[src/a2pp_pkg.sv]
`timescale 1ns / 1ps
`default_nettype none

package a2pp_pkg;

    // Stream payload widths
    localparam int S_TDATA_W = 72;   // entry_index, entry_color, pixel_value
    localparam int M_TDATA_W = 40;   // output_word, byte_count, zero fill

    // Input item kinds, carried on tuser
    localparam logic CMD_LOAD    = 1'b0;
    localparam logic CMD_CONVERT = 1'b1;

    // Configuration register indexes
    localparam logic CFG_OUT_FORMAT     = 1'b0;
    localparam logic CFG_SOURCE_INDEXED = 1'b1;

    // Display format codes; unused codes act as the 32-bit copy
    localparam logic [2:0] FMT_RGB555 = 3'd0;
    localparam logic [2:0] FMT_RGB565 = 3'd1;
    localparam logic [2:0] FMT_RGB24  = 3'd2;
    localparam logic [2:0] FMT_BGR24  = 3'd3;
    localparam logic [2:0] FMT_COPY32 = 3'd4;

    localparam logic [2:0] FULL_WORD_BYTES = 3'd4;

    // One accepted item as the pack stage holds it
    typedef struct packed {
        logic        cmd;
        logic [31:0] pixel_value;
        logic        end_of_line;
        logic        index_in_range;
    } item_t;

    // One result word
    typedef struct packed {
        logic [31:0] output_word;
        logic [2:0]  byte_count;
        logic        line_last;
    } result_t;

    // Words handed from the pack stage to the output queue in one cycle
    typedef struct packed {
        logic [1:0] count;
        result_t    first;
        result_t    second;
    } push_t;

endpackage

`default_nettype wire

[src/a2pp_out_fifo.sv]
`timescale 1ns / 1ps
`default_nettype none

module a2pp_out_fifo (
    input  wire logic            clk,
    input  wire logic            rst_n,
    input  wire a2pp_pkg::push_t push,
    output logic                 space,
    output logic                 valid,
    input  wire logic            ready,
    output a2pp_pkg::result_t    head
);

    import a2pp_pkg::*;

    result_t    slot_reg [4];
    logic [1:0] wr_ptr_reg;
    logic [1:0] wr_ptr_next;
    logic [1:0] rd_ptr_reg;
    logic [1:0] rd_ptr_next;
    logic [2:0] count_reg;
    logic [2:0] count_next;
    logic       pop;

    assign valid = count_reg != 3'd0;
    assign pop   = valid && ready;
    assign space = count_reg <= 3'd2;
    assign head  = slot_reg[rd_ptr_reg];

    always_ff @(posedge clk)
    begin
        if (push.count != 2'd0)
        begin
            slot_reg[wr_ptr_reg] <= push.first;
        end
        if (push.count == 2'd2)
        begin
            slot_reg[wr_ptr_reg + 2'd1] <= push.second;
        end
    end

    always_comb
    begin
        wr_ptr_next = wr_ptr_reg + push.count;
        rd_ptr_next = rd_ptr_reg + {1'b0, pop};
        count_next  = count_reg + {1'b0, push.count} - {2'd0, pop};
    end

    always_ff @(posedge clk or negedge rst_n)
    begin
        if (!rst_n)
        begin
            wr_ptr_reg <= 2'd0;
            rd_ptr_reg <= 2'd0;
            count_reg  <= 3'd0;
        end
        else
        begin
            wr_ptr_reg <= wr_ptr_next;
            rd_ptr_reg <= rd_ptr_next;
            count_reg  <= count_next;
        end
    end

endmodule

`default_nettype wire

[config.mk]
export PLATFORM = sky130hd
export DESIGN_NAME = a2pp_out_fifo
export DESIGN_NICKNAME = d
export VERILOG_FILES = /design/src/a2pp_pkg.sv /design/src/a2pp_out_fifo.sv
export SDC_FILE = /design/constraint.sdc
export NUM_CORES = 1
export LEC_CHECK = 0
export BUFFER_PORTS_ARGS = -buffer_cell sky130_fd_sc_hd__buf_2
export CAP_MARGIN = 20
export CORE_MARGIN = 1.5
export CORE_UTILIZATION = 30
export CTS_CLUSTER_SIZE = 16
export DETAILED_ROUTE_END_ITERATION = 7
export MAX_ROUTING_LAYER = met4
export SYNTH_ARGS = -nofsm -noshare
export SYNTH_HDL_FRONTEND = slang
export SYNTH_SLANG_ARGS = --single-unit
[constraint.sdc]
create_clock -name clk -period 10.45 [get_ports clk]
set_input_delay 2.09 -clock clk [delete_from_list [all_inputs] [get_ports clk]]
set_output_delay 2.09 -clock clk [all_outputs]
set_load 0.03 [all_outputs]
# Yosys cells after proc, flatten, opt, wreduce, memory -nomap -nowiden
# Memory sizes are Yosys's and may differ from the RTL's.
# Cells that the tools add are included.
totals:
  ff_bits: 7
  mem_bits_rw: 144
  out_inout_bits: 38
  wordCells: 18
  memories: 1
memory_table:
  columns: ["name", "words", "width", "read_ports", "rd_ports_with_merged_regs", "wr", "line", "text"]
  rows:
  - ["slot_reg", 4, 36, 1, 0, 2, "a2pp_out_fifo.sv:16", "result_t slot_reg [4];"]
classes:
  n_addsub: 5
  order_cmp: 1
  eq_ne: 1
  n_mux: 4
  n_reduce_logical: 3
op_table:
  columns: ["cell", "count"]
  rows:
  - ["$mux 1", 4]
  - ["$add 3x2->3", 1]
  - ["$le 3x2->1 const B", 1]
  - ["$reduce_bool 3->1", 1]
  - ["$sub 3x1->3", 1]
  - ["$add 2x1->2", 1]
  - ["$add 2x1->2 const B", 1]
  - ["$add 2x2->2", 1]
  - ["$eq 2x2->1 const B", 1]
  - ["$reduce_bool 2->1", 1]
  - ["$logic_and 1x1->1", 1]

# Logic depth before layout (Yosys ltp)
logic_depth:
  depth_word: 3
  mapped_depth: 7
  ltp_nobuf: 7

# Worst setup path before layout
# OpenSTA, ideal clock, no wires.
synth_path:
  path_kind: "input to register"
  startpoint: "input port push[73] (netlist bit)"
  endpoint: "memory slot_reg[0][0] (netlist bit), enable pin"
  setup_ps: 479
  t_arrival_ps: 4896
  setup_slack_ps: 5075
  cell_stages: 3
  path_buffers: 1
  cell_sequence: "clkbuf_2 o21bai_1 o21ai_0"
synth_rtl:
  columns: ["item", "line", "text"]
  rows:
  - ["start: declaration", "a2pp_out_fifo.sv:7", "input wire a2pp_pkg::push_t push,"]
  - ["end: declaration", "a2pp_out_fifo.sv:16", null]

==> key figures <==
Run status
  – Status: finished clean

STA
  – Pins over their slew limit: 0
  – Setup_tns: 0 ns
  – Max_slew headroom: 42.6%
  – RSZ-0062 raised after global routing: no
  – Post-layout min period: 4.38 ns
  – Setup Skew: 0.00791 ns
  – Hold Violations, Final: 0
  – Slew @ Worst Pin: 0.860 ns
  – Setup violators final: 0
  – Period Utilization, post-route: 41.9%
  – Fmax: 228 MHz

Layout
  – Fillers: 2297
  – Register Area: roughly 0.0045 mm²
  – Max reg flops: 144
  – Final #Nets: 587
  – Multi-input gate area: around 0.0027 mm²
  – Area delta synth->final: 21.4%
  – Post-Layout Cell Count: 844
  – Layout cells sized above 1: 66.5%

Place
  – Routability Congestion: 0.713
  – Buffers on Ports: about 110
  – Placed cell count: slightly above 800
  – HPWL after detailed placement: ~10 mm

CTS
  – Hold_buf cts: 0
  – Clock Sink Count: ~150
  – CTS H-tree depth: 4
  – Reg clk slew, reported paths: around 0.06 ns
  – Clk_lat worst skew: 0.42 ns
  – CTS root buffer: clkbuf_16
  – Inserted Clock Buffers: 17
  – Post-CTS Setup Inserts: 0
  – CTS tree: built
  – CTS resizes: 0
  – CTS Buffer Depth: 2

Power and ir drop
  – Pwr dens: 290 mW/mm²
  – Lkg Pwr: 0.00313 µW
  – Max IR drop VDD: 0.105 mV

Global routing
  – GR Overflow Total: 0
  – Initial antenna violation count: 1
  – Largest net degree at the start of global routing: 39
  – Vias in the first global route: 4556
  – First-pass GRT wire length: ~27 mm
  – Total GRT Usage: between 10% and 20%

Yosys
  – Most frequent cells after synthesis: edfxtp_1, mux2_2, mux4_2
  – Post-synth top flop: edfxtp_1
  – Synth top area cells: edfxtp_1, mux2_2, mux4_2
  – Post-synthesis sequential area ratio: 61.2%
  – FFs w/ async S/R, synth: 4.64%
  – Post-synth EDFFs: 144
  – Syn_area_per_cell: 19.0 µm²
  – Syn Nets: 469
  – Gate Count Post-Synth: 388
  – Post-Syn Area: 0.00735 mm²
  – Synth top area share: between 50% and 60%
  – Cell variety after synth: 26
  – Yosys reg bits: about 150
  – Synth warn: 0
  – Largest area contributor in the netlist: edfxtp_1

Floorplan
  – Die Area: 0.0255 mm²
  – FP Rows: between 50 and 60
  – Die H: 160 µm
  – Core Area: ~0.024 mm²
  – Chip width: 160 µm
  – Num ports: about 120
  – Initial Utilization: 30.4%

Hold path
  – Worst hold path type: reg2reg
  – HP Start: count_reg[2]$_DFF_PN0_

Detailed routing
  – Final antenna-violating net count: 0
  – Routed WL: 17.3 mm
  – Avg WL per Cell: roughly 21 µm
  – DR pass1 iterations: 5
  – Initial DRC Count: about 160
  – Vias: roughly 4000
  – Via density: roughly 4.8
  – Drt drc: 0

Setup path
  – CP startpoint kind: flop
  – CP endpoint kind: output pin
  – Critical path type: reg2out
  – CP startpoint: rd_ptr_reg[0]$_DFF_PN0_
  – Crit Reg-Reg Startpoint: wr_ptr_reg[1]$_DFF_PN0_
  – Crit path required time: about 8.4 ns
  – WP data arrival: 2.29 ns
  – Crit-path max FO: 38

Run
  – Max-cap violations: 0
[where the power goes]
group / total [µW] / leakage [µW] / internal, µW / switching (µW)
clock network: 631 / 0.000290 / 377 / 255
registers: 1020 / 0.00143 / 901 / 120
logic: 938 / 0.00141 / 377 / 561
total: 2590 / 0.00313 / 1650 / 936
[per-stage QoR]
| step | hold slack (ns) | area [µm²] | utilization [%] | worst slack (ns) | total power, µW |
|---|---|---|---|---|---|
| 2_1_floorplan | 0.513 | 7350 | - | 5.08 | 1680 |
| 3_3_place_gp | 0.542 | 8300 | 34.3 | 6.41 | 1970 |
| 3_5_place_dp | 0.554 | 8300 | 34.3 | 6.39 | 2000 |
| 4_1_cts | 0.565 | 8900 | 36.8 | 5.99 | 2630 |
| 5_1_grt | 0.612 | 8920 | 36.9 | 5.91 | 2720 |
| 6_report | 0.569 | 8920 | 36.9 | 6.07 | 2590 |
[cell families (layout without fill, tap and decap cells)]
kind of cell / after synthesis / count (layout) / share of synthesized area [%]
DFF: 151 / 151 / 61.2
xor gates and xnor gates: 6 / 6 / 0.715
AOI/OAI and AO/OA: 7 / 7 / 0.630
other: 0 / 1 / 0
buffers and inverters: 30 / 161 / 2.35
adders and majority gates: 4 / 4 / 0.783
muxes: 182 / 182 / 33.4
and+or+nand+nor: 8 / 8 / 0.987
[routing by layer]
layer  vias up  routed length, µm  GRT usage [%]
met3        13                931           4.12
met1      2091               7170           17.0
met4         0                169           3.86
met2        99               9050           25.2
met5         -                  0              -
li1       1821                  -              -
[placed cells by master, fill, tap and decap left out, drive strengths merged]
master / count
bufinv: 3
dfrtp: 7
nor4bb: 1
and4bb: 1
clkinvlp: 3
o21bai: 2
mux2i: 2
fa: 1
mux4: 36
nor2: 3
nor4b: 1
diode: 1
edfxtp: 144
clkbuf: 17
ha: 3
inv: 8
o311ai: 1
a21oi: 1
buf: 124
o31ai: 1
xor2: 1
clkinv: 6
or3: 1
mux2: 144
o21ai: 2
xnor2: 5
nand4b: 1
[cell type report]
cell class	count	share of cell area [%]
Antenna cell	1	0.0280
Clock buffer	17	4.77
Clock inverter	15	1.98
Inverter	5	0.210
Multi-Input combinational cell	207	30.6
Sequential cell	151	50.5
Tap cell	324	4.54
Timing Repair Buffer	124	7.37
[worst paths after layout]
kind | slack (ns) | endpoint | depth (start not counted)
worst max register to register | 8.08 | slot_reg[3][31]$_DFFE_PP_ | 3
worst min register to register | 0.57 | count_reg[2]$_DFF_PN0_ | 1
worst max-delay path | 6.07 | head[19] | 2
worst min-delay path | 0.57 | count_reg[2]$_DFF_PN0_ | 1
min in group asynchronous | 1.50 | count_reg[2]$_DFF_PN0_ | 1
max in group asynchronous | 8.76 | rd_ptr_reg[0]$_DFF_PN0_ | 1
[worst max-delay path: stages (launching register included)]
cell and delay [ns]:
dfrtp_4 1.00, mux4_2 0.64, buf_2 0.20
Power figures use the tool's default switching activity.
