## src/a2pp_pkg.sv

```systemverilog
`timescale 1ns / 1ps
`default_nettype none

package a2pp_pkg;

    // Stream payload widths
    localparam int S_TDATA_W = 72;   // entry_index, entry_color, pixel_value
    localparam int M_TDATA_W = 40;   // output_word, byte_count, zero fill

    // Input item kinds, carried on tuser
    localparam logic CMD_LOAD    = 1'b0;
    localparam logic CMD_CONVERT = 1'b1;

    // Configuration register indexes
    localparam logic CFG_OUT_FORMAT     = 1'b0;
    localparam logic CFG_SOURCE_INDEXED = 1'b1;

    // Display format codes; unused codes act as the 32-bit copy
    localparam logic [2:0] FMT_RGB555 = 3'd0;
    localparam logic [2:0] FMT_RGB565 = 3'd1;
    localparam logic [2:0] FMT_RGB24  = 3'd2;
    localparam logic [2:0] FMT_BGR24  = 3'd3;
    localparam logic [2:0] FMT_COPY32 = 3'd4;

    localparam logic [2:0] FULL_WORD_BYTES = 3'd4;

    // One accepted item as the pack stage holds it
    typedef struct packed {
        logic        cmd;
        logic [31:0] pixel_value;
        logic        end_of_line;
        logic        index_in_range;
    } item_t;

    // One result word
    typedef struct packed {
        logic [31:0] output_word;
        logic [2:0]  byte_count;
        logic        line_last;
    } result_t;

    // Words handed from the pack stage to the output queue in one cycle
    typedef struct packed {
        logic [1:0] count;
        result_t    first;
        result_t    second;
    } push_t;

endpackage

`default_nettype wire

```

## src/a2pp_pack.sv

```systemverilog
`timescale 1ns / 1ps
`default_nettype none

module a2pp_pack (
    input  wire logic            clk,
    input  wire logic            rst_n,
    input  wire logic            in_load,
    input  wire a2pp_pkg::item_t in_item,
    output logic                 in_ready,
    input  wire logic [31:0]     palette_data,
    input  wire logic [2:0]      out_format,
    input  wire logic            source_indexed,
    input  wire logic            out_space,
    output a2pp_pkg::push_t      push
);

    import a2pp_pkg::*;

    logic        s1_valid_reg;
    logic        s1_valid_next;
    item_t       s1_item_reg;
    logic [23:0] pend_bytes_reg;
    logic [23:0] pend_bytes_next;
    logic [1:0]  pend_count_reg;
    logic [1:0]  pend_count_next;

    logic        advance;
    logic        convert;
    logic [31:0] pix;
    logic [31:0] bytes;
    logic [2:0]  nbytes;
    logic [55:0] acc;
    logic [2:0]  total;
    logic        full;
    logic [23:0] rem;
    logic [2:0]  rem_count;
    logic        flush;

    assign advance  = s1_valid_reg && out_space;
    assign in_ready = !s1_valid_reg || out_space;
    assign convert  = advance && (s1_item_reg.cmd == CMD_CONVERT);

    always_comb
    begin
        s1_valid_next = s1_valid_reg;
        if (in_load)
        begin
            s1_valid_next = 1'b1;
        end
        else if (advance)
        begin
            s1_valid_next = 1'b0;
        end
    end

    always_ff @(posedge clk or negedge rst_n)
    begin
        if (!rst_n)
        begin
            s1_valid_reg <= 1'b0;
        end
        else
        begin
            s1_valid_reg <= s1_valid_next;
        end
    end

    always_ff @(posedge clk)
    begin
        if (in_load)
        begin
            s1_item_reg <= in_item;
        end
    end

    // Source color: palette entry or direct ARGB
    always_comb
    begin
        if (source_indexed)
        begin
            pix = s1_item_reg.index_in_range ? palette_data : 32'd0;
        end
        else
        begin
            pix = s1_item_reg.pixel_value;
        end
    end

    always_comb
    begin
        case (out_format)
            FMT_RGB555:
            begin
                bytes  = {17'd0, pix[23:19], pix[15:11], pix[7:3]};
                nbytes = 3'd2;
            end
            FMT_RGB565:
            begin
                bytes  = {16'd0, pix[23:19], pix[15:10], pix[7:3]};
                nbytes = 3'd2;
            end
            FMT_RGB24:
            begin
                bytes  = {8'd0, pix[7:0], pix[15:8], pix[23:16]};
                nbytes = 3'd3;
            end
            FMT_BGR24:
            begin
                bytes  = {8'd0, pix[23:16], pix[15:8], pix[7:0]};
                nbytes = 3'd3;
            end
            default:
            begin
                bytes  = pix;
                nbytes = FULL_WORD_BYTES;
            end
        endcase
    end

    // Append the new bytes behind the pending ones
    always_comb
    begin
        acc       = {32'd0, pend_bytes_reg} | ({24'd0, bytes} << {pend_count_reg, 3'b000});
        total     = {1'b0, pend_count_reg} + nbytes;
        full      = total >= FULL_WORD_BYTES;
        rem       = full ? acc[55:32] : acc[23:0];
        rem_count = full ? total - FULL_WORD_BYTES : total;
        flush     = s1_item_reg.end_of_line && (rem_count != 3'd0);
    end

    always_comb
    begin
        push.first.output_word  = full ? acc[31:0] : {8'd0, rem};
        push.first.byte_count   = full ? FULL_WORD_BYTES : rem_count;
        push.first.line_last    = s1_item_reg.end_of_line && (!full || !flush);
        push.second.output_word = {8'd0, rem};
        push.second.byte_count  = rem_count;
        push.second.line_last   = 1'b1;
        if (!convert)
        begin
            push.count = 2'd0;
        end
        else
        begin
            push.count = 2'({1'b0, full} + {1'b0, flush});
        end
    end

    always_comb
    begin
        pend_bytes_next = pend_bytes_reg;
        pend_count_next = pend_count_reg;
        if (convert)
        begin
            pend_bytes_next = s1_item_reg.end_of_line ? 24'd0 : rem;
            pend_count_next = s1_item_reg.end_of_line ? 2'd0 : rem_count[1:0];
        end
    end

    always_ff @(posedge clk or negedge rst_n)
    begin
        if (!rst_n)
        begin
            pend_bytes_reg <= 24'd0;
            pend_count_reg <= 2'd0;
        end
        else
        begin
            pend_bytes_reg <= pend_bytes_next;
            pend_count_reg <= pend_count_next;
        end
    end

endmodule

`default_nettype wire

```

## config.mk

```make
export PLATFORM = sky130hd
export DESIGN_NAME = a2pp_pack
export DESIGN_NICKNAME = d
export VERILOG_FILES = /design/src/a2pp_pkg.sv /design/src/a2pp_pack.sv
export SDC_FILE = /design/constraint.sdc
export NUM_CORES = 1
export LEC_CHECK = 0
export ABC_AREA = 1
export BUFFER_PORTS_ARGS = -buffer_cell sky130_fd_sc_hd__buf_2
export CORE_MARGIN = 10
export CORE_UTILIZATION = 50
export DETAILED_ROUTE_END_ITERATION = 8
export PLACE_DENSITY_LB_ADDON = 0.2
export SLEW_MARGIN = 20
export SYNTH_ARGS = -nofsm -noshare
export SYNTH_HDL_FRONTEND = slang
export SYNTH_SLANG_ARGS = --single-unit
```

## constraint.sdc

```tcl
create_clock -name clk -period 3 [get_ports clk]
set_input_delay 0.3 -clock clk [delete_from_list [all_inputs] [get_ports clk]]
set_output_delay 0.3 -clock clk [all_outputs]
set_load 0.02 [all_outputs]
```

---- Word level (Yosys, flattened, before mapping) ----
Cells that the tools add are included.
storage, ports and cells
  word-level logic and storage cells ...... 43
  input port bits ......................... 75
  flip-flop bits (word level) ............. 62
cells by class
  bitwise logic cells ..................... 1
  order comparisons ....................... 1
  shift-type cells ........................ 1
  muxes and demuxes ....................... 13
  equal/unequal tests ..................... 3
  reduce and logical (&&, ||, !) cells .... 14
  add/sub/neg operators ................... 3
operators with widths
  operator                                                   number
  one-hot mux 32 bit (4 select lines)                        1
  two-way mux 32 bit                                         3
  bitwise OR 24 x 56 -> 56 bit                               1
  left shift 32 x 5 -> 56 bit                                1
  two-way mux 24 bit                                         2
  equality test 3 x 2 -> 1 bit (second input constant)       2
  two-way mux 3 bit                                          2
  one-hot mux 3 bit (2 select lines)                         1
  logical AND 1 bit                                          4
  two-way mux 2 bit                                          2
  OR reduction 2 bit                                         2
  adder 2 x 3 -> 3 bit                                       1
  equality test 3 x 1 -> 1 bit (second input constant)       1
  greater-or-equal comparator 3 bit (second input constant)  1
  logical NOT 1 bit                                          3
  logical NOT 3 bit                                          1
  nonzero test 3 bit                                         1
  subtractor 3 bit (second input constant)                   1
  adder 1 x 1 -> 2 bit                                       1
  logical OR 1 bit                                           2
  two-way mux 1 bit                                          2
  nonzero test 2 bit                                         1

---- Depth between registers and ports, before layout ----
Gate-level depths: netlist (run 1).
  word-level depth ........................ 11
  depth in mapped cells ................... 16

---- Worst setup path after synthesis (run 1) ----
OpenSTA, ideal clock, no wires.
  path type ............................... in2out
  start point ............................. in out_format[2]
  end point ............................... out push[72] (netlist name)
  required time ........................... 2,700 ps
  cell stages on the path ................. 11
  path buffers ............................ 3
  arrival time ............................ 2,385 ps
  setup slack ............................. 315 ps
  path through ............................ buf_4 -> buf_2 -> nor2_1 -> ha_1 -> fa_1 -> xnor2_2 -> inv_2 -> buf_2 -> ha_1 -> inv_1 -> nor2_1
RTL lines
  item             RTL line         text
  start, declared  a2pp_pack.sv:11  input wire logic [2:0] out_format,
  end, declared    a2pp_pack.sv:14  output a2pp_pkg::push_t push

==> results.md, run 1 <==
* Clock Power Share at 0.215
* Worst setup SP type: flip-flop
* Max Clk Rate at 0.356 GHz
* Fin util at 0.617
* Most frequent cells in the layout: nand2_1, buf_2, nand3_1, inv_1, edfxtp_1
* Final period util at 0.936
* First-pass GRT wire length at 24500 um
* Critical Path Sink Type: primary output
* Final Hold Viols at 0
* Core box area at approximately 8800 um^2
* Diode count at 0
* Crit path max fanout at 18
* Hold_sp: in_item[16]
* Worst Skew at 0.00837 ns
* Status: finished clean
* CTS tree: done
* Comb power frac at 0.507
* Critical path required time at 2.70 ns
* Ys Warns at 0
* Vias at roughly 5k
* Largest net degree at the start of global routing at 37
* Netlist cell types at 37
* Initial antenna violation count at 0
* Buffer count from post-CTS setup fixing at 0
* Lkg Pwr at 2.96 nW
* Total GRT Usage at 0.231
* Setup TNS at 0 ns
* Slew Viols, Final at 0
* Post-Syn Instances at between 600 and 700
* Power per Cell Area at 715 nW/um^2
* Clock latency on the worst-skew pair at 0.36 ns
* DRT Pass-1 Iters at 5
* Syn Area/Cell at 6.74 um^2
* Overflow after GRT at 0
* Finish-stage setup viols at 0
* Routed vias/inst at 5.35
* Critical path class: flip-flop to primary output
* Slew margin rel. at 0.416
* CTS Sinks at 62
* Remaining DRCs at 0
* Max IR drop VDD at 375 uV
* Share of layout cells above drive strength 1 at 0.241
* Net switching power at 0.00179 W
* PortBufs at around 140
* Worst reg2reg startpoint: s1_item_reg[0]
* Hold slack at 0.116 ns
* Worst-path clk slew at 0.07 ns
* Max_cap viols at 0
* Sequential power share at 0.277
* Drt total wl at 15300 um
* Sequential area share after synthesis at 0.379
* Starting DRT DRC Count at 359
* Die width at 115 um
* Hpwl dp at 11800 um
* Nets at ~880
* DRT antenna net count at 0
* Layout overhead on the synthesized area at 19.4%
* Max FFs per register at 35
* Hold path cells at 1
* Vias in the first global route at 4845
* I/O pin count at 150
* CTS Buffer Depth at 2
* Sw frac at 0.460
* Post-synthesis cell area at 4550 um^2
* Worst Hold Class: primary input to flip-flop
* Fin crit period at 2.81 ns
* DIE HEIGHT at approximately 120 um
* Slew at the pin closest to its max-slew limit at 0.876 ns
* H-Tree Depth at 3
* Placer Congestion at roughly 0.9
* Starting density of the core at 0.517
* Placement Rows at 34
* Final Power at between 0.003 and 0.004 W
* Root buf cell: clkbuf_8
* Die ar. at 13300 um^2
* P_int at 0.00210 W
* Drt wl/cell at 16.7 um
* Worst setup startpoint: pend_count_reg[0]
* CTS resizes at 0
* Inserted Clock Buffers at 9
* Flops & latches, synth at 62
* Worst Reg2Reg Path Length in Cells at 12
* Crit path DAT at approximately 2.5 ns
* RSZ-0062 raised after global routing: false
* Commonest non-fill, non-tap cell in the layout: nand2_1
[stage by stage]
stage	cell area [um^2]	worst slack (ns)	cells
finish	5440	0.191	912
global route	5440	0.0204	912
CTS	5440	0.174	912
detailed placement	5210	0.393	895
global placement	5210	0.427	895
floorplan	4580	0.315	684
[area by class of cell]
class	instances	area (um^2)
fill	851	3370
multi-input combinational	524	2370
sequential	62	1730
timing repair buffer	151	788
inverter	51	191
clock buffer	13	180
tap	108	135
clock inverter	3	40.0
[final timing paths]
| check | end | slack [ns] |
|---|---|---|
| worst max-delay path | push[72] | 0.19 |
| worst min-delay path | s1_item_reg[16] | 0.12 |
| worst max register to register | pend_bytes_reg[18] | 0.89 |
| worst min register to register | pend_bytes_reg[20] | 0.48 |
| max in group asynchronous | pend_bytes_reg[9] | 2.06 |
| min in group asynchronous | pend_count_reg[0] | 0.50 |
[cells in the mapped netlist, drive strengths merged]
cell type	count	share of area
fa	1	0.0044
nor3	1	0.0011
conb	2	0.0016
o21bai	5	0.011
nor2	29	0.027
clkinv	2	0.0016
clkbuf	12	0.0099
ha	2	0.0055
o21a	2	0.0033
o22ai	2	0.0027
nand3b	4	0.0066
xnor2	1	0.0036
dfrtp	27	0.15
a22o	1	0.0019
o21ai	21	0.027
o211ai	6	0.0099
and2	1	0.0014
inv	49	0.040
buf	35	0.054
a21oi	21	0.023
nand3	77	0.087
edfxtp	35	0.23
a31oi	2	0.0027
nand2	316	0.27
nand4	22	0.030
[logic make-up (layout without fill, tap and decap cells)]
kind of cell | Yosys count | count (layout) | share of synthesized area
AOI/OAI and AO/OA | 60 | 60 | 0.0816
xor gates and xnor gates | 1 | 1 | 0.00357
adders and majority gates | 3 | 3 | 0.00989
buffers and inverters | 98 | 218 | 0.106
DFF | 62 | 62 | 0.379
other | 2 | 10 | 0.00165
and+or+nand+nor | 450 | 450 | 0.418
[critical path, stage by stage, from the launching register on]
cell and delay, ns:
dfrtp_1 0.39, ha_1 0.21, fa_1 0.42, xnor2_2 0.29, inv_2 0.22, ha_1 0.33, inv_1 0.04, nor2_1 0.09
buf_2 0.17
[what timing repair did]
action,CTS,global route
setup endpoints to repair,0,0
hold buffers,1,0
hold endpoints to repair,24,0
[power groups by stage]
stage / clock network [W] / registers [W] / logic, W
2_1_floorplan: 0 / 0.00108 / 0.00136
3_3_place_gp: 0 / 0.00109 / 0.00196
3_5_place_dp: 0 / 0.00109 / 0.00197
4_1_cts: 0.000850 / 0.00108 / 0.00198
5_1_grt: 0.000889 / 0.00109 / 0.00217
6_report: 0.000837 / 0.00108 / 0.00197
[layer usage]
layer,global-route usage,up-vias,share of wire
li1,-,2418,-
met4,0.0769,0,0.017
met1,0.265,2238,0.39
met5,0,-,0
met2,0.409,207,0.51
met3,0.0620,20,0.089
No activity file was read; power rests on OpenSTA's default activity.
==> run 2, diff against run 1 <==
--- a/config.mk
+++ b/config.mk
@@ -7,7 +7,7 @@
 export LEC_CHECK = 0
 export ABC_AREA = 1
 export BUFFER_PORTS_ARGS = -buffer_cell sky130_fd_sc_hd__buf_2
-export CORE_MARGIN = 10
+export CORE_MARGIN = 2
 export CORE_UTILIZATION = 50
 export DETAILED_ROUTE_END_ITERATION = 8
 export PLACE_DENSITY_LB_ADDON = 0.2
==> constraint.sdc (replaced) <==
create_clock -name clk -period 3.38 [get_ports clk]
set_input_delay 0.338 -clock clk [delete_from_list [all_inputs] [get_ports clk]]
set_output_delay 0.338 -clock clk [all_outputs]
set_load 0.02 [all_outputs]
==> run 2 against run 1 <==
Global-route usage is 6.3 points higher. Worst setup slack better by 0.21 ns. Power down 14%. Combinational power decreased by 12%. Register-to-register slack gained 0.32 ns. Non-clock buffer count down 2. Cell area fell by 0.87%. Utilization fell by 0.24 points. Cell count is 0.22% lower. First-iteration DRC count decreased by 3.6%. Critical path type is now primary input to primary output. Largest cell class unchanged.
==> results.md, run 2 (synthesis results as in run 1) <==
* Status: finished clean
* CTS tree: done
* Drt wl/cell at 15.1 um (-9.8%)
* Total GRT Usage at 0.295 (+0.0634)
* Power per Cell Area at 619 nW/um^2 (-13%)
* Layout overhead on the synthesized area at 18.3%
* Worst setup startpoint: out_format[2]
* Lkg Pwr at 2.92 nW (-1.2%)
* Critical path class: primary input to primary output
* Grt met3 use at 0.0478 (-0.0142)
* Core box area at 8760 um^2 (-0.48%)
* Largest net degree at the start of global routing at 37 (unchanged)
* Max stage delay cell, worst path: fa_1
* Root buf cell: clkbuf_8
* Placement Rows at 34 (unchanged)
* Clock latency on the worst-skew pair at 0.35 ns (about the same)
* First-pass GRT wire length at 23000 um (-6.0%)
* Crit path max fanout at 23 (+5)
* Worst-path clk slew at 0.08 ns (about the same)
* CTS Buffer Depth at 2 (unchanged)
* Drt total wl at 13700 um (-10%)
* Starting DRT DRC Count at 346 (-3.6%)
* Nets at 875 (-0.23%)
* Hold buffers post-CTS at 0 (-1)
* Routed vias/inst at 5.36 (+0.16%)
* Starting density of the core at 0.520 (+0.00251)
* Final std cells w/o fill at 910 (-0.22%)
* Worst reg2reg startpoint: s1_item_reg[0]
* Grt met2 use at 0.502 (+0.0928)
* Final Power at 0.00333 W (-14%)
* CTS Sinks at 62 (unchanged)
* Final Hold Viols at 0 (unchanged)
* Worst setup SP type: primary input
* PortBufs at 139 (unchanged)
* DRT Pass-1 Iters at 5 (unchanged)
* Max Clk Rate at about 0.34 GHz
* Share of layout cells above drive strength 1 at 0.241 (-0.000645)
* Vias in the first global route at 4843 (-0.041%)
* Diode count at 0 (unchanged)
* Most Used Layer, Global Route: met2
* Max_cap viols at 0 (unchanged)
* DIE HEIGHT at 99.4 um (-14%)
* Buffer count from post-CTS setup fixing at 0 (unchanged)
* Slew at the pin closest to its max-slew limit at 0.859 ns (-0.0169 ns)
* I/O pin count at 150 (unchanged)
* RSZ-0062 raised after global routing: false
* H-Tree Depth at 3 (unchanged)
* Max IR drop VDD at 371 uV (-1.2%)
* Worst Hold Class: primary input to async pin
* Hpwl dp at 10500 um (-11%)
* Inserted Clock Buffers at 9 (unchanged)
* Global-route met1 utilization at 0.376 (+0.111)
* Placed insts at 894 (-0.11%)
* Critical path required time at 3.04 ns (+0.34 ns)
* Die ar. at 9890 um^2 (-26%)
* Most frequent cells in the layout: nand2_1, buf_2, nand3_1, inv_1, edfxtp_1
* Vias at 4880 (-0.061%)
* DRT antenna net count at 0 (unchanged)
* Worst path cell trace: buf_2 > nor2_1 > ha_1 > fa_1 > xnor2_2 > inv_2 > ha_1 > inv_1 > nor2_1 > buf_2
* Final period util at 0.880
* Die width at 99.4 um (-14%)
* Remaining DRCs at 0 (unchanged)
* Fin crit period at 2.97 ns
* Commonest non-fill, non-tap cell in the layout: nand2_1
* Slew Viols, Final at 0 (unchanged)
* Worst Skew at 0.00917 ns (+0.000799 ns)
* Initial antenna violation count at 0 (unchanged)
* CP max stage delay at 0.41 ns (about the same)
* Placer Congestion at 0.912 (+1.5%)
* Overflow after GRT at 0 (unchanged)
* Finish-stage setup viols at 0 (unchanged)
* Max FFs per register at 35 (unchanged)
* Slew margin rel. at 0.428 (+0.0113)
* Setup TNS at 0 ns (unchanged)
* Critical Path Sink Type: primary output
* Crit path DAT at 2.64 ns (+0.13 ns)
* CTS resizes at 0 (unchanged)
run 2: critical path, delay by kind of cell:
kind / cells / cell delay, ns
fa+ha+maj: 3 / 0.95
buf+inv: 4 / 0.82
simple gates: 2 / 0.20
xor+xnor: 1 / 0.30
run 2: path summary, 6_finish.rpt:
path	to	slack, ns	cells after the start
min	pend_count_reg[1]	0.01	1
max in group asynchronous	pend_bytes_reg[9]	2.94	1
min reg2reg	pend_bytes_reg[1]	0.48	2
max	push[72]	0.41	10
max reg2reg	pend_bytes_reg[10]	1.21	10
min in group clk	s1_item_reg[0]	0.16	1
run 2: through the flow:
step,hold slack [ns],util,area (um^2),setup slack [ns]
3_5_place_dp,0.392,0.593,5200,0.428
5_1_grt,0.0447,0.615,5390,0.227
4_1_cts,0.0148,0.615,5390,0.415
2_1_floorplan,0.0424,-,4580,0.619
6_report,0.0109,0.615,5390,0.405
3_3_place_gp,0.390,0.593,5200,0.491
run 2: final cells by class:
cell class                 instances  area [um^2]
timing repair buffer             149          771
sequential                        62         1730
clock buffer                      10          128
tap                              108          135
clock inverter                     6         62.6
multi-input combinational        524         2370
inverter                          51          191
fill                             868         3370
run 2: layer usage:
| metal | part of all wire | routed length, um |
|---|---|---|
| met1 | 0.41 | 5700 |
| met3 | 0.065 | 890 |
| met2 | 0.49 | 6760 |
| met5 | 0 | 0 |
| met4 | 0.029 | 399 |
run 2: report_power, final:
| part | internal, W | switching (W) |
|---|---|---|
| Clock | 0.000338 | 0.000314 |
| Combinational | 0.000528 | 0.00120 |
| Sequential | 0.000909 | 0.0000482 |
==> run 3, diff against run 2 <==
--- a/config.mk
+++ b/config.mk
@@ -5,7 +5,6 @@
 export SDC_FILE = /design/constraint.sdc
 export NUM_CORES = 1
 export LEC_CHECK = 0
-export ABC_AREA = 1
 export BUFFER_PORTS_ARGS = -buffer_cell sky130_fd_sc_hd__buf_2
 export CORE_MARGIN = 2
 export CORE_UTILIZATION = 50
==> run 3 against run 2 <==
The flow now finishes with violations (negative hold slack). Die area up 17%. Via count up 23%. Sequential power up 7%. Routed wire length up 50%. Clock skew up 0.0038 ns. Sequential share of layout area down 4.8 points. Clock-buffer cell count up 1. Critical endpoint is now push[18]. Largest cell class unchanged. Largest power group unchanged.
==> results.md, run 3 <==
* Total GRT Usage at 0.357 (+0.0627)
* Worst Skew at 0.0129 ns (+0.00377 ns)
* Ys Warns at 0 (unchanged)
* DIE HEIGHT at 107 um (+8.0%)
* Max FFs per register at 35 (unchanged)
* Finish-stage setup viols at 0 (unchanged)
* Worst-path clk slew at 0.08 ns (about the same)
* Sequential power share at 0.279 (-0.008)
* Largest net degree at the start of global routing at 48 (+30%)
* Core box area at 10400 um^2 (+18%)
* Critical path class: flip-flop to primary output
* Routed vias/inst at 6.61 (+23%)
* Most frequent cells in the layout: buf_2, nand2_1, nor2_1, a21oi_1, o21ai_0
* Post-synth EDFFs at 35 (unchanged)
* H-Tree Depth at 3 (unchanged)
* Failing checks: negative hold slack
* First-pass GRT wire length at 30900 um (+34%)
* Clock Power Share at 0.165 (-0.030)
* Fin util at 0.612 (-0.00333)
* Commonest non-fill, non-tap cell in the layout: buf_2
* Hold slack at -0.0129 ns (-0.0237 ns)
* Slew at the pin closest to its max-slew limit at 0.915 ns (+0.0562 ns)
* Vias at 6026 (+23%)
* Worst reg2reg startpoint: pend_count_reg[0]
* Slew Viols, Final at 0 (unchanged)
* Post-synthesis cell area at 5340 um^2 (+17%)
* Overflow after GRT at 0 (unchanged)
* Flops & latches, synth at 62 (unchanged)
* Max IR drop VDD at 416 uV (+12%)
* Setup TNS at 0 ns (unchanged)
* P_int at 0.00192 W (+8.4%)
* PortBufs at 139 (unchanged)
* Net switching power at 0.00174 W (+11%)
* Final Power at 0.00366 W (+9.8%)
* Nets at 848 (-3.1%)
* Place WS at 0.279 ns (-0.149 ns)
* Drt wl/cell at 22.6 um (+50%)
* Synth Flop Type: edfxtp_1
* Hpwl dp at 15600 um (+49%)
* Final period util at 0.952 (+0.0721)
* CTS Buffer Depth at 2 (unchanged)
* Top-area cell type share of the netlist area at 0.197 (-0.0579)
* Crit path DAT at 2.88 ns (+0.24 ns)
* Post-synth top area cell: edfxtp_1
* Die ar. at 11500 um^2 (+17%)
* Placer Congestion at 0.986 (+8.0%)
* Status: finished, violations left
* Sequential area share after synthesis at 0.323 (-0.0559)
* DRT antenna net count at 0 (unchanged)
* Drt total wl at 20600 um (+50%)
* Crit path max fanout at 16 (-30%)
* Initial antenna violation count at 0 (unchanged)
* Clock latency on the worst-skew pair at 0.37 ns (+0.02 ns)
* Syn Area/Cell at 8.31 um^2 (+23%)
* Starting DRT DRC Count at 701 (+100%)
* Fin crit period at 3.22 ns (+0.244 ns)
* Layout fillers at 947 (+9.1%)
* CTS Sinks at 62 (unchanged)
* Inserted Clock Buffers at 9 (unchanged)
* Max Clk Rate at 0.311 GHz (-7.6%)
* Critical path required time at 3.04 ns (about the same)
* Worst Hold Class: primary input to async pin
* Layout overhead on the synthesized area at 18.7%
* Slew margin rel. at 0.390 (-0.0375)
* Comb power frac at 0.556 (+0.038)
* DRT Pass-1 Iters at 5 (unchanged)
* Share of layout cells above drive strength 1 at 0.254 (+0.0135)
* Remaining DRCs at 0 (unchanged)
* Vias in the first global route at 5480 (+13%)
* Die width at 107 um (+8.0%)
* Post-Syn Instances at 643 (-4.9%)
* Netlist cell types at 69 (+86%)
* Worst setup startpoint: pend_count_reg[0]
* Max_cap viols at 0 (unchanged)
* Placement Rows at 37 (+8.8%)
* Final Hold Viols at 5 (+5)
* Reg area at 1730 um^2 (unchanged)
* RSZ-0062 raised after global routing: false
* Diode count at 0 (unchanged)
* Root buf cell: clkbuf_8
* Most frequent cell after synthesis: nand2_1
* Synth area leaders: edfxtp_1, dfrtp_1, a21oi_1
* Sw frac at 0.475 (+0.00708)
* Lkg Pwr at 2.82 nW (-3.6%)
* Starting density of the core at 0.515 (-0.00462)
* Share of synthesized registers carrying an async set or reset at 0.435 (unchanged)
* Critical Path Sink Type: primary output
* Power per Cell Area at 577 nW/um^2 (-6.7%)
* Multi-input gate area at 3310 um^2 (+40%)
* Synth top cells by count: nand2_1, nor2_1, a21oi_1
* CTS tree: done
* Final WS setup at 0.162 ns (-0.244 ns)
* I/O pin count at 150 (unchanged)
* Worst setup SP type: flip-flop
run 3: timing repair:
action / CTS / global route
endpoints found under the setup margin: 0 / 1
resized for setup: 0 / 0
hold buffers: 0 / 0
setup buffers: 0 / 4
run 3: cells by family after synthesis:
| kind of cell | after synthesis | synth area share |
|---|---|---|
| XOR/XNOR | 1 | 0.00305 |
| AND/OR/NAND/NOR | 237 | 0.227 |
| multiplexers | 11 | 0.0363 |
| AO/OA/AOI/OAI | 255 | 0.338 |
| buffers and inverters | 72 | 0.0621 |
| adder cells (fa/ha/maj) | 3 | 0.00843 |
| flip-flops | 62 | 0.323 |
| other | 2 | 0.00141 |
run 3: area by class of cell:
| cell class | instances | share of cell area |
|---|---|---|
| clock buffer | 11 | 0.0223 |
| clock inverter | 5 | 0.00552 |
| inverter | 16 | 0.00947 |
| multi-input combinational | 517 | 0.522 |
| sequential | 62 | 0.272 |
| tap | 136 | 0.0268 |
| timing repair buffer | 164 | 0.141 |
run 3: worst max-delay path, cell delays in order (launching register included):
cell,delay (ns)
dfrtp_1,0.42
ha_1,0.22
fa_1,0.40
xnor2_2,0.16
inv_2,0.17
buf_4,0.26
nand2_1,0.34
a21o_1,0.28
o211ai_1,0.08
buf_2,0.19
run 3: power groups by stage:
stage	combinational [W]	sequential (W)	clock, W
after floorplan	0.00134	0.00100	0
after global placement	0.00195	0.00102	0
after global routing	0.00216	0.00103	0.000641
after detailed placement	0.00198	0.00103	0
final	0.00204	0.00102	0.000603
after CTS	0.00198	0.00102	0.000607
run 3: through the flow:
step	cells	area, um^2	hold slack, ns
floorplan	651	5370	0.0424
global placement	891	6140	0.402
detailed placement	891	6140	0.398
CTS	907	6310	0.00255
global route	911	6340	0.0316
finish	911	6340	-0.0129
run 3: metal layers:
metal / GRT usage / vias to the layer above / wire length (um)
li1: - / 2699 / -
met1: 0.503 / 2870 / 9000
met2: 0.523 / 411 / 8760
met3: 0.112 / 46 / 2330
met4: 0.115 / 0 / 540
met5: 0 / - / 0
run 3: worst paths after layout:
check / cells after the start / slack, ns / end
worst max-delay path: 9 / 0.16 / push[18]
max in group asynchronous: 1 / 2.94 / pend_bytes_reg[11]
worst min register to register: 2 / 0.52 / pend_bytes_reg[8]
worst max register to register: 9 / 0.69 / pend_bytes_reg[22]
worst min-delay path: 1 / -0.01 / pend_bytes_reg[13]
min in group clk: 1 / 0.15 / s1_item_reg[29]
